[src/design/nearest_landmark_association_assert.svh]
// assertion macros shared by the nearest landmark association rtl
// depends on nothing; included by modules that check their own logic
`ifndef NEAREST_LANDMARK_ASSOCIATION_ASSERT_SVH
`define NEAREST_LANDMARK_ASSOCIATION_ASSERT_SVH

// same-cycle implication, checked out of reset
`define NLA_ASSERT_IMPLY(label, clk, rst_n, ante, cons) \
    label: assert property (@(posedge clk) disable iff (!(rst_n)) (ante) |-> (cons)) \
        else $error("nla assertion failed");

// next-cycle implication, checked out of reset
`define NLA_ASSERT_NEXT(label, clk, rst_n, ante, cons) \
    label: assert property (@(posedge clk) disable iff (!(rst_n)) (ante) |=> (cons)) \
        else $error("nla assertion failed");

`endif

[src/design/nla_pkg.sv]
// shared types and constants for the nearest landmark association block
// no dependencies
package nla_pkg;

    localparam int MAX_LANDMARKS = 64;
    localparam int ADDR_W = (MAX_LANDMARKS > 1) ? $clog2(MAX_LANDMARKS) : 1;
    localparam logic [31:0] MAX_U = 32'(MAX_LANDMARKS);

    localparam int ID_W    = 16;
    localparam int COORD_W = 24;
    localparam int DIFF_W  = COORD_W + 1;
    localparam int SQ_W    = 2 * COORD_W + 1;
    localparam int DIST_W  = SQ_W + 1;
    localparam int CNT_W   = 7;

    localparam logic REQ_LOAD  = 1'b0;
    localparam logic REQ_QUERY = 1'b1;

    typedef struct packed {
        logic signed [COORD_W-1:0] y;
        logic signed [COORD_W-1:0] x;
        logic [ID_W-1:0]           id;
    } t_entry;

    typedef struct packed {
        logic valid;
        logic first;
        logic last;
    } t_scan_ctl;

endpackage

[src/design/nla_lm_mem.sv]
// landmark table: one write port, one registered read port
// depends on nla_pkg
module nla_lm_mem (
    input  logic                      i_clk,
    input  logic                      i_wr_en,
    input  logic [nla_pkg::ADDR_W-1:0] i_wr_addr,
    input  nla_pkg::t_entry           i_wr_entry,
    input  logic                      i_rd_en,
    input  logic [nla_pkg::ADDR_W-1:0] i_rd_addr,
    output nla_pkg::t_entry           o_rd_entry
);

    nla_pkg::t_entry r_mem [nla_pkg::MAX_LANDMARKS];
    nla_pkg::t_entry r_rd_entry;

    // loads and scans never share a cycle, so no bypass is needed
    always_ff @(posedge i_clk) begin
        if (i_wr_en) begin
            r_mem[i_wr_addr] <= i_wr_entry;
        end
        if (i_rd_en) begin
            r_rd_entry <= r_mem[i_rd_addr];
        end
    end

    assign o_rd_entry = r_rd_entry;

endmodule

[config.mk]
export PLATFORM = sky130hd
export DESIGN_NAME = nla_lm_mem
export DESIGN_NICKNAME = d
export VERILOG_FILES = /design/src/design/nearest_landmark_association_assert.svh /design/src/design/nla_pkg.sv /design/src/design/nla_lm_mem.sv
export SDC_FILE = /design/constraint.sdc
export NUM_CORES = 2
export LEC_CHECK = 0
export BUFFER_PORTS_ARGS = -buffer_cell sky130_fd_sc_hd__clkbuf_2
export CAP_MARGIN = 20
export CELL_PAD_IN_SITES_DETAIL_PLACEMENT = 1
export CELL_PAD_IN_SITES_GLOBAL_PLACEMENT = 2
export CORE_MARGIN = 5
export CORE_UTILIZATION = 50
export DETAILED_ROUTE_END_ITERATION = 7
export PLACE_DENSITY_LB_ADDON = 0.25
export SYNTH_ARGS = -nofsm -noshare
export SYNTH_HDL_FRONTEND = slang
export SYNTH_SLANG_ARGS = --single-unit
[constraint.sdc]
create_clock -name i_clk -period 6.73 [get_ports i_clk]
set_input_delay 0.3365 -clock i_clk [delete_from_list [all_inputs] [get_ports i_clk]]
set_output_delay 0.3365 -clock i_clk [all_outputs]
set_load 0.01 [all_outputs]
Word-level counts from Yosys, hierarchy flattened
Memory sizes are Yosys's and may differ from the RTL's. A register that Yosys moved wholly into a read port is not among the register bits.
Cells that the tools add are included.
{"block": "word_totals", "mem_bits_ro": 0, "n_memories": 1, "reg_bits": 0, "latchBits": 0, "mem_bits_rw": 4096}
{"block": "op_classes", "addsub": 0, "n_bitwise": 0, "n_shift": 0, "reduce_logical": 0, "n_mul": 0, "n_eq_ne": 0, "n_lt_le_gt_ge": 0, "n_div": 0, "mux": 2}
{"name": "r_mem", "depth": 64, "word_bits": 64, "rd": 1, "rd_clocked_by_memory_dff": 1, "write_ports": 1, "line_no": "nla_lm_mem.sv:13", "source": "nla_pkg::t_entry r_mem [nla_pkg::MAX_LANDMARKS];"}
{"cell": "1-bit two-way mux", "n": 2}

Longest topological paths before layout
{"block": "depth", "word_depth": 2, "mapped_depth": 9}

Worst setup path after synthesis
No wires, ideal clock.
{"block": "synth_timing", "path_type": "input -> register", "startpoint": "in i_wr_addr[3] (netlist name)", "endpoint": "mem r_mem[48][0] (netlist name), enable pin", "path_stages": 4, "arrival_time_ps": 5208, "setup_slack_ps": 958, "required_ps": 6166, "path_cell_list": "clkbuf_1 > nor2b_1 > nand4b_1 > nor3_1"}
{"element": "start, declared", "line_no": "nla_lm_mem.sv:6", "source": "input logic [nla_pkg::ADDR_W-1:0] i_wr_addr,"}
{"element": "end, declared", "line_no": "nla_lm_mem.sv:13"}
Straight into the memory's write port.

==> results.sh <==
export IMPL_switchingPower_mw=11.7
export IMPL_clock_power_share_pct=41.9
export IMPL_r2r_cells=5
export IMPL_synth_adder_area_share_pct=0
export IMPL_synth_simple_area_share_pct=1.23
export IMPL_layout_common_cells="edfxtp_1 (4160), mux4_2 (1024), clkbuf_16 (413)"
export IMPL_nets=7175
export IMPL_timing_worst_setup_path_type="primary input to register"
export IMPL_ios=143
export IMPL_finalWirelength_um=465000
export IMPL_synthXorXnorAreaFrac_pct=0
export IMPL_run_status="completed"
export IMPL_synth_avg_cell_area_sq_um=23.8
export IMPL_p_sw_share_pct=21.7
export IMPL_post_route_util_pct=57.3
export IMPL_antenna_found_initial=18
export IMPL_fmax_mhz=308
export IMPL_ant_nets=0
export IMPL_cts_tree="built"
export IMPL_postSynthCellCount=6598
export IMPL_required_ns=7.34
export IMPL_cts_resized=0
export IMPL_p_int_mw=42.4
export IMPL_setup_viol=0
export IMPL_p_per_area_nw_per_um2=303
export IMPL_ir_worst_vdd_mv=0.335
export IMPL_grt_max_degree=108
export IMPL_yosysSeqAreaShare_pct=79.6
export IMPL_wire_per_inst_um=40.2
export IMPL_die_area_sq_um=325000
export IMPL_muxShareOfSynthArea_pct=15.6
export IMPL_gr_total_overflow=0
export IMPL_num_vias=77700
export IMPL_netlist_area_sq_um=157000
export IMPL_grt_pass1_vias=80200
export IMPL_place_gp_congestion=0.778
export IMPL_power_leakage_nw=55.7
export IMPL_grt_first_pass_wirelength_um=649000
export IMPL_grt_usage_pct=28.5
export IMPL_ctsHoldBuffers=5
export IMPL_cap_viol_max_count=0
export IMPL_viasPerCell=6.71
export IMPL_ys_types=32
export IMPL_period_share_pct=48.2
export IMPL_hold_depth=1
export IMPL_drive_gt1_share_pct=28.5
export IMPL_synthesis_nets=6677
export IMPL_initial_core_util_pct=50.3
export IMPL_tns_ns=0
export IMPL_p_comb_share_pct=4.8
export IMPL_clockBufferDepth=4
export IMPL_num_rows=205
export IMPL_hold_path_class="primary input to register"
export IMPL_path_clk_slew_ns=0.06
export IMPL_post_route_cell_area_sq_um=179000
export IMPL_root_buffer="clkbuf_16"
export IMPL_hold_viol_final=0
export IMPL_worst_ep_arrival_time_ns=3.85
export IMPL_portBuffers=142
export IMPL_area_growth_pct=13.9
export IMPL_tightest_slew_ns=1.14
export IMPL_power_share_sequential_pct=53.3
export IMPL_cts_num_sinks=4160
export IMPL_drt_iter0_drc=10800
export IMPL_timing_slew_headroom_pct=23.7
export IMPL_dieWidth_um=570
export IMPL_post_cts_buffers=0
export IMPL_yosys_warnings=0
export IMPL_die_h_um=570
export IMPL_cts_max_level=5
export IMPL_dpl_cell_area_sq_um=164000
export IMPL_drc_errors=0
export IMPL_ys_seq_elements=4160
export IMPL_dp_hpwl_um=235000
export IMPL_dr_pass1_iters=6
export IMPL_cp_end_kind="register"
export IMPL_cp_max_fo=57
export IMPL_final_common_cell="edfxtp_1"
export IMPL_rsz0062_at_grt="false"
export IMPL_skew_ns=0.0677
export IMPL_period_needed_ns=3.24
export IMPL_synth_compound_area_share_pct=2.47
export IMPL_synth_top_family_by_area="multiplexers"
export IMPL_insertion_delay_ns=0.98
export IMPL_coreArea_sq_um=312000
export IMPL_cts_made_buffers=410
export IMPL_slew_violations=0
export IMPL_worst_setup_path_start_kind="primary input"
## path summary, 6_finish.rpt
| path | start | to | slack, ns |
|---|---|---|---|
| setup / recovery | i_rd_addr[3] | o_rd_entry[27]$_DFFE_PP_ | 3.49 |
| hold / removal | i_wr_entry[47] | r_mem[36][47]$_DFFE_PP_ | 0.0002 |
| setup reg to reg | r_mem[55][27]$_DFFE_PP_ | o_rd_entry[27]$_DFFE_PP_ | 4.28 |
| hold reg to reg | r_mem[44][16]$_DFFE_PP_ | o_rd_entry[16]$_DFFE_PP_ | 0.93 |
## registers in the layout, indices dropped and copies added (netlist names)
| register | cells |
|---|---|
| r_mem | 4096 |
| o_rd_entry | 64 |
## layer usage
layer	share of wire (%)	wire length (um)	up-vias	global-route usage (%)
met5	0.016	74	-	0
met4	3.8	17600	14	9.36
met3	8.1	37500	833	4.35
met2	49	228000	4435	46.3
met1	39	182000	42900	40.2
li1	-	-	29600	-
## logic make-up after synthesis
group                  count (synthesis)
AOI/OAI and AO/OA                    504
DFF                                 4160
buffers and inverters                389
and+or+nand+nor                      386
muxes                               1159
## per-stage QoR
stage | worst slack [ns] | cells | total power, mW | hold WS [ns]
floorplan | 0.958 | 6598 | 30.7 | 0.435
global placement | 2.60 | 10700 | 31.8 | 0.824
detailed placement | 2.62 | 10700 | 31.9 | 0.821
CTS | 3.65 | 11500 | 54.4 | 0.00768
global route | 3.56 | 11600 | 55.8 | 0.00214
finish | 3.49 | 11600 | 54.1 | 0.000220
## Yosys cell counts
library cell,instances,share of area [%]
nand3_1,45,0.14
buf_4,34,0.16
buf_2,170,0.54
nor3_1,2,0.0064
a22oi_1,168,0.80
nand2b_1,11,0.044
a41oi_1,26,0.15
nor2_1,112,0.27
inv_1,19,0.045
clkbuf_1,140,0.33
buf_6,6,0.043
mux2i_1,135,0.86
o221ai_1,38,0.21
or2_2,28,0.11
nor2b_1,28,0.11
mux4_2,1024,15
and3_1,64,0.26
nand4_1,2,0.0080
buf_1,20,0.048
and2_1,3,0.012
edfxtp_1,4160,80
a2bb2oi_1,19,0.11
nand4b_1,1,0.0056
a31o_1,1,0.0056
o22ai_1,83,0.33
nand3b_1,2,0.0096
a211oi_1,63,0.30
or3_1,29,0.12
nand2_1,58,0.14
or3b_2,1,0.0056
a22o_1,88,0.49
a31oi_1,18,0.072
## area by class of cell
class | instances | area (sq um)
fillers | 25300 | 133000
inverters | 19 | 71.3
repair buffers | 456 | 4620
clock buffers | 490 | 10600
flip-flops and latches | 4160 | 125000
multi-input cells | 2049 | 30800
clock inverters | 269 | 2570
diodes | 6 | 15.0
well taps | 4140 | 5180
## power by group through the flow
stage,Clock (mW),Sequential [mW],Combinational [mW]
5_1_grt,24.3,28.8,2.71
3_3_place_gp,0,29.4,2.41
3_5_place_dp,0,29.4,2.49
6_report,22.7,28.9,2.58
4_1_cts,23.0,28.9,2.50
2_1_floorplan,0,29.4,1.34
## critical path: stages
cell and delay, ns:
clkbuf_2 0.60, nor2b_4 0.92, buf_12 0.52, a22oi_1 0.19, and3_1 0.26, a211oi_1 0.89
No activity file was read; power rests on OpenSTA's default activity.
