### src/design/nearest_landmark_association_assert.svh
// assertion macros shared by the nearest landmark association rtl
// depends on nothing; included by modules that check their own logic
`ifndef NEAREST_LANDMARK_ASSOCIATION_ASSERT_SVH
`define NEAREST_LANDMARK_ASSOCIATION_ASSERT_SVH

// same-cycle implication, checked out of reset
`define NLA_ASSERT_IMPLY(label, clk, rst_n, ante, cons) \
    label: assert property (@(posedge clk) disable iff (!(rst_n)) (ante) |-> (cons)) \
        else $error("nla assertion failed");

// next-cycle implication, checked out of reset
`define NLA_ASSERT_NEXT(label, clk, rst_n, ante, cons) \
    label: assert property (@(posedge clk) disable iff (!(rst_n)) (ante) |=> (cons)) \
        else $error("nla assertion failed");

`endif

### src/design/nla_pkg.sv
// shared types and constants for the nearest landmark association block
// no dependencies
package nla_pkg;

    localparam int MAX_LANDMARKS = 64;
    localparam int ADDR_W = (MAX_LANDMARKS > 1) ? $clog2(MAX_LANDMARKS) : 1;
    localparam logic [31:0] MAX_U = 32'(MAX_LANDMARKS);

    localparam int ID_W    = 16;
    localparam int COORD_W = 24;
    localparam int DIFF_W  = COORD_W + 1;
    localparam int SQ_W    = 2 * COORD_W + 1;
    localparam int DIST_W  = SQ_W + 1;
    localparam int CNT_W   = 7;

    localparam logic REQ_LOAD  = 1'b0;
    localparam logic REQ_QUERY = 1'b1;

    typedef struct packed {
        logic signed [COORD_W-1:0] y;
        logic signed [COORD_W-1:0] x;
        logic [ID_W-1:0]           id;
    } t_entry;

    typedef struct packed {
        logic valid;
        logic first;
        logic last;
    } t_scan_ctl;

endpackage

### src/design/nla_dist.sv
// two-stage squared distance pipe: coordinate difference, then squares
// depends on nla_pkg
module nla_dist (
    input  logic                                i_clk,
    input  logic                                i_rst_n,
    input  nla_pkg::t_scan_ctl                  i_ctl,
    input  nla_pkg::t_entry                     i_entry,
    input  logic signed [nla_pkg::COORD_W-1:0]  i_obs_x,
    input  logic signed [nla_pkg::COORD_W-1:0]  i_obs_y,
    output nla_pkg::t_scan_ctl                  o_ctl,
    output nla_pkg::t_entry                     o_entry,
    output logic [nla_pkg::SQ_W-1:0]            o_sq_x,
    output logic [nla_pkg::SQ_W-1:0]            o_sq_y
);

    nla_pkg::t_scan_ctl r_ctl1;
    nla_pkg::t_scan_ctl r_ctl2;
    nla_pkg::t_entry    r_entry1;
    nla_pkg::t_entry    r_entry2;
    logic signed [nla_pkg::DIFF_W-1:0] r_dx;
    logic signed [nla_pkg::DIFF_W-1:0] r_dy;
    logic [nla_pkg::SQ_W-1:0] r_sq_x;
    logic [nla_pkg::SQ_W-1:0] r_sq_y;

    logic signed [nla_pkg::DIFF_W-1:0] w_dx;
    logic signed [nla_pkg::DIFF_W-1:0] w_dy;
    logic signed [2*nla_pkg::DIFF_W-1:0] w_px;
    logic signed [2*nla_pkg::DIFF_W-1:0] w_py;

    assign w_dx = $signed({i_obs_x[nla_pkg::COORD_W-1], i_obs_x})
                - $signed({i_entry.x[nla_pkg::COORD_W-1], i_entry.x});
    assign w_dy = $signed({i_obs_y[nla_pkg::COORD_W-1], i_obs_y})
                - $signed({i_entry.y[nla_pkg::COORD_W-1], i_entry.y});
    // squares are never negative and stay within 2^48
    assign w_px = r_dx * r_dx;
    assign w_py = r_dy * r_dy;

    always_ff @(posedge i_clk) begin
        if (!i_rst_n) begin
            r_ctl1 <= '0;
            r_ctl2 <= '0;
        end else begin
            r_ctl1 <= i_ctl;
            r_ctl2 <= r_ctl1;
        end
    end

    always_ff @(posedge i_clk) begin
        r_dx     <= w_dx;
        r_dy     <= w_dy;
        r_entry1 <= i_entry;
        r_sq_x   <= w_px[nla_pkg::SQ_W-1:0];
        r_sq_y   <= w_py[nla_pkg::SQ_W-1:0];
        r_entry2 <= r_entry1;
    end

    assign o_ctl   = r_ctl2;
    assign o_entry = r_entry2;
    assign o_sq_x  = r_sq_x;
    assign o_sq_y  = r_sq_y;

endmodule

### config.mk
export PLATFORM = sky130hd
export DESIGN_NAME = nla_dist
export DESIGN_NICKNAME = d
export VERILOG_FILES = /design/src/design/nearest_landmark_association_assert.svh /design/src/design/nla_pkg.sv /design/src/design/nla_dist.sv
export SDC_FILE = /design/constraint.sdc
export NUM_CORES = 2
export LEC_CHECK = 0
export BUFFER_PORTS_ARGS = -buffer_cell sky130_fd_sc_hd__buf_4
export CORE_ASPECT_RATIO = 0.5
export CORE_MARGIN = 2
export CORE_UTILIZATION = 55
export DETAILED_ROUTE_END_ITERATION = 7
export PLACE_DENSITY = 0.76
export SLEW_MARGIN = 20
export SYNTH_ARGS = -nofsm -noshare
export SYNTH_HDL_FRONTEND = slang
export SYNTH_SLANG_ARGS = --single-unit
### constraint.sdc
create_clock -name i_clk -period 14.9 [get_ports i_clk]
set_clock_uncertainty 0.05 [all_clocks]
set_input_delay 0 -clock i_clk [delete_from_list [all_inputs] [get_ports i_clk]]
set_output_delay 0 -clock i_clk [all_outputs]
set_load 0.02 [all_outputs]
# Word-level counts from Yosys, hierarchy flattened

Index checks and enable logic that the tools add are counted.

$add $sub $neg: 2
Multiply operators: 2

Operators by type and width:

| operator       | number |
|---|---|
| $mul 25x25->49 | 2 |
| $sub 24x24->25 | 2 |

Register bits: 282
Input bits: 117
Output and inout bits: 165

# Depth between registers and ports, before layout

Word-level depth: 1
Mapped depth: 29
Gate-level depth less buffers: 27

# Least setup slack after synthesis

No wires, ideal clock.

Path kind: register to register
From: reg r_dx[24] (netlist name)
To: reg r_sq_x (netlist bit o_sq_x[48])
Arrival time: 7113 ps
Data required time: 14778 ps
Setup slack: 7665 ps
Stages on the path, launching flop included: 23
Path through: dfxtp_1 -> clkbuf_1 -> clkbuf_1 -> nand2_1 -> inv_1 -> fa_1 -> fa_1 -> inv_1 -> fa_1 -> inv_1 -> fa_1 -> fa_1 -> fa_1 -> fa_1 -> ha_1 -> clkbuf_1 -> a21o_1 -> a2111o_1 -> o21ai_1 -> o31ai_2 -> a211o_1 -> a21oi_1 -> xnor2_1

Longest elaborated chain between the ends: 1

RTL lines:

| element                  | line           | source |
|---|---|---|
| start: declaration       | nla_dist.sv:20 | `logic signed [nla_pkg::DIFF_W-1:0] r_dx;` |
| start signal: assignment | nla_dist.sv:49 | `r_dx <= w_dx;` |
| $mul 25x25->49           | nla_dist.sv:35 | `assign w_px = r_dx * r_dx;` |
| net w_px (one bit)       | nla_dist.sv:27 | `logic signed [2*nla_pkg::DIFF_W-1:0] w_px;` |
| end signal: assignment   | nla_dist.sv:52 | `r_sq_x <= w_px[nla_pkg::SQ_W-1:0];` |
| end: declaration         | nla_dist.sv:22 | `logic [nla_pkg::SQ_W-1:0] r_sq_x;` |

The timed path passes the listed nets, and every way through them passes these cells.
A chain may end at the register's enable or synchronous reset.

# Worst setup path after layout

From: reg r_dy[4] (netlist name)
To: reg r_sq_y (netlist bit o_sq_y[48])

Longest elaborated chain between the ends: 1

RTL lines:

| element                  | line           | source |
|---|---|---|
| start: declaration       | nla_dist.sv:21 | `logic signed [nla_pkg::DIFF_W-1:0] r_dy;` |
| start signal: assignment | nla_dist.sv:50 | `r_dy <= w_dy;` |
| $mul 25x25->49           | nla_dist.sv:36 | `assign w_py = r_dy * r_dy;` |
| net w_py (one bit)       | nla_dist.sv:28 | `logic signed [2*nla_pkg::DIFF_W-1:0] w_py;` |
| end signal: assignment   | nla_dist.sv:53 | `r_sq_y <= w_py[nla_pkg::SQ_W-1:0];` |
| end: declaration         | nla_dist.sv:23 | `logic [nla_pkg::SQ_W-1:0] r_sq_y;` |

The timed path passes the listed nets, and every way through them passes these cells.

==> run_results.csv <==
group,metric,value,unit
status,status,"finished, final reports clean",
clock_network,clock_path_buffers,3,
global_route,grt_max_degree,49,
synthesis,avgSynthCellArea,9.929,µm²
placement,gp_congestion,0.9052,
critical_path,crit_family,"adder cells",
synthesis,synth_top_family_by_area,"adder cells",
drt,routed_via_density,5.156,
sta,timing.fmax,116.9,MHz
critical_path,cp.arrival,9.01,ns
drt,ant_nets,0,
critical_path,end_kind,"register",
synthesis,async_reset_ff_frac,0,
sta,final.setup.worst_slack,6.347,ns
finish,layout_common_cells,"inv_1, fa_1, nand2_1",
sta,tightest_slew,1.051,ns
flow_run,drv_cap,0,
sta,layout_min_cycle_time,8.553,ns
critical_path,crit_type,"reg2reg",
die,die_w,423.7,µm
drt,drt_first_pass_iters,7,
global_route,antenna_found_initial,4,
drt,route.detailed.drc,0,
drt,first_iter_violations,1715,
synthesis,netlist_area,48450,µm²
sta,finalMaxSlewViolations,0,
die,die_area,90620,µm²
critical_path,critPathSlowestCell,"dfxtp_1",
critical_path,crit_top_cell,"fa_1",
sta,hold_viol,0,
clock_network,cts_buffers,29,
finish,fillers,6812,
placement,dp_slack,6.403,ns
clock_network,cts_resized,0,
drt,vias,33550,
finish,layout-drive-gt1-share,0.07891,
global_route,grt_use_total,0.2745,
synthesis,synth_edf_count,0,
synthesis,synthMuxAreaShare,0.0008265,
finish,final_common_cell,"inv_1",
sta,period_share,0.5740,
clock_network,clock_latency,0.61,ns
die,std_cell_rows,76,
drt,wl_per_cell,18.02,µm
sta,relSlewSlack,0.2984,
synthesis,yosysSeqAreaShare,0.1157,
critical_path,worstPathCellList,"clkinv_1, nor2_1, fa_1, fa_1, fa_1, inv_1, fa_1, inv_1, fa_1, fa_1, inv_1, fa_1, inv_1, ha_1, a211oi_1, nand2_1, nor2_1, o211ai_2, a31oi_2, o21ai_2, and3_1, o41a_1, xnor2_1",
synthesis,synthCells,4879,
clock_network,cts.sinks,280,
sta,setup_viol,0,
critical_path,critical-path-max-stage-delay,0.92,ns
critical_path,crit_required,15.36,ns
synthesis,synth-adder-area-share,0.5845,
critical_path,cp_num_buf_inv,5,
clock_network,cts_root_buf,"clkbuf_16",
critical_path,startpoint_type,"register",
global_route,grt_pass1_wl,195.8,mm
synthesis,synth_ff_type,"dfxtp_1",
synthesis,ys_seq_elements,280,
clock_network,cts.clk_slew.worst_paths,0.07,ns
global_route,grt_pass1_vias,39560,
synthesis,synth_compound_area_frac,0.05550,
finish,nNetsFinal,6975,
sta,rsz0062_at_grt,"false",
sta,final.setup.tns,0,ns
die,initial_core_util,0.5592,
clock_network,htreeDepth,1,
clock_network,cts_tree,"built",
global_route,grt_overflow,0,
finish,final_util,0.6338,
synthesis,synth_cell_type_count,75,
placement,hpwl,91.45,mm
finish,syn_to_final_growth,13.34,%
synthesis,ys_warn_count,0,
die,core,86630,µm²
die,ios,282,
placement,portBuffers,279,
synthesis,yosys.area_share.simple,0.08882,
drt,wl,117.3,mm
critical_path,crit_fanout,21,
min_path,hold_class,"in2reg",
synthesis,synth_xor_area_frac,0.03128,
die,die_h,213.9,µm
[routing by layer]
metal / routed length, µm / track usage
met1: 42530 / 0.3110
met2: 62990 / 0.5247
met3: 6598 / 0.03837
met4: 5187 / 0.1092
met5: 0 / 0
[kinds of logic after synthesis]
kind of cell | after synthesis
buffers and inverters | 1589
adders and majority gates | 1545
and+or+nand+nor | 898
AOI/OAI and AO/OA | 389
DFF | 280
xor gates and xnor gates | 173
muxes | 4
other | 1
[cells in the mapped netlist, types with 40 or more instances]
master | number | area (µm²)
clkbuf_1 | 124 | 465.5
and2_1 | 245 | 1533
a21o_1 | 84 | 630.6
nand2_1 | 404 | 1516
o21ai_0 | 40 | 200.2
ha_1 | 348 | 4354
nor2_1 | 114 | 427.9
a21oi_1 | 108 | 540.5
xor2_1 | 45 | 394.1
nor2b_1 | 43 | 269.0
dfxtp_1 | 280 | 5605
fa_1 | 1197 | 23960
inv_1 | 1461 | 5484
xnor2_1 | 128 | 1121
[path summary, 6_finish.rpt]
path               start         end  slack, ns  cells past startpoint
max              r_dy[4]  o_sq_y[48]       6.35                     23
min              i_rst_n    o_ctl[2]       0.11                      3
max reg2reg      r_dy[4]  o_sq_y[48]       6.35                     23
min reg2reg  r_entry1[5]  o_entry[5]       0.25                      0
[registers in the layout, indices dropped and copies added, names as in the netlist]
name and flops:
o_entry 64, r_entry1 64, o_sq_x 48, o_sq_y 48
r_dx 25, r_dy 25, o_ctl 3, r_ctl1 3
[metrics by stage]
step                      instances  hold slack (ns)  cell area (µm²)
after CTS                      6505          0.05798            54900
after global placement         6248          0.05414            51860
after global routing           6508          0.09490            54910
after floorplan                4880         -0.02228            48450
after detailed placement       6248          0.05561            51860
final                          6508           0.1105            54910
[worst register-to-register path: stages (launching register included)]
cell and delay (ns):
dfxtp_1 0.92, clkinv_1 0.63, nor2_1 0.44, fa_1 0.50, fa_1 0.48, fa_1 0.54, inv_1 0.05, fa_1 0.50
inv_1 0.06, fa_1 0.45, fa_1 0.51, inv_1 0.06, fa_1 0.47, inv_1 0.04, ha_1 0.41, a211oi_1 0.26
nand2_1 0.13, nor2_1 0.28, o211ai_2 0.30, a31oi_2 0.44, o21ai_2 0.17, and3_1 0.22, o41a_1 0.40, xnor2_1 0.13
[timing repair]
action,CTS,global route
hold endpoints to repair,120,0
hold buffers,204,0
setup buffers,0,0
[final cells by class]
| cell class | count | area [µm²] | area share |
|---|---|---|---|
| diodes | 3 | 7.507 | 0.0001367 |
| inverters | 1463 | 5492 | 0.1000 |
| clock inverters | 21 | 246.5 | 0.004489 |
| multi-input cells | 3011 | 36870 | 0.6715 |
| clock buffers | 32 | 747.0 | 0.01360 |
| well taps | 1170 | 1464 | 0.02666 |
| flip-flops and latches | 280 | 5607 | 0.1021 |
| repair buffers | 528 | 4474 | 0.08149 |
Power is left out: the tool's default activity adds up to more than one toggle a clock period on the data nets, which glitch-free logic cannot reach.
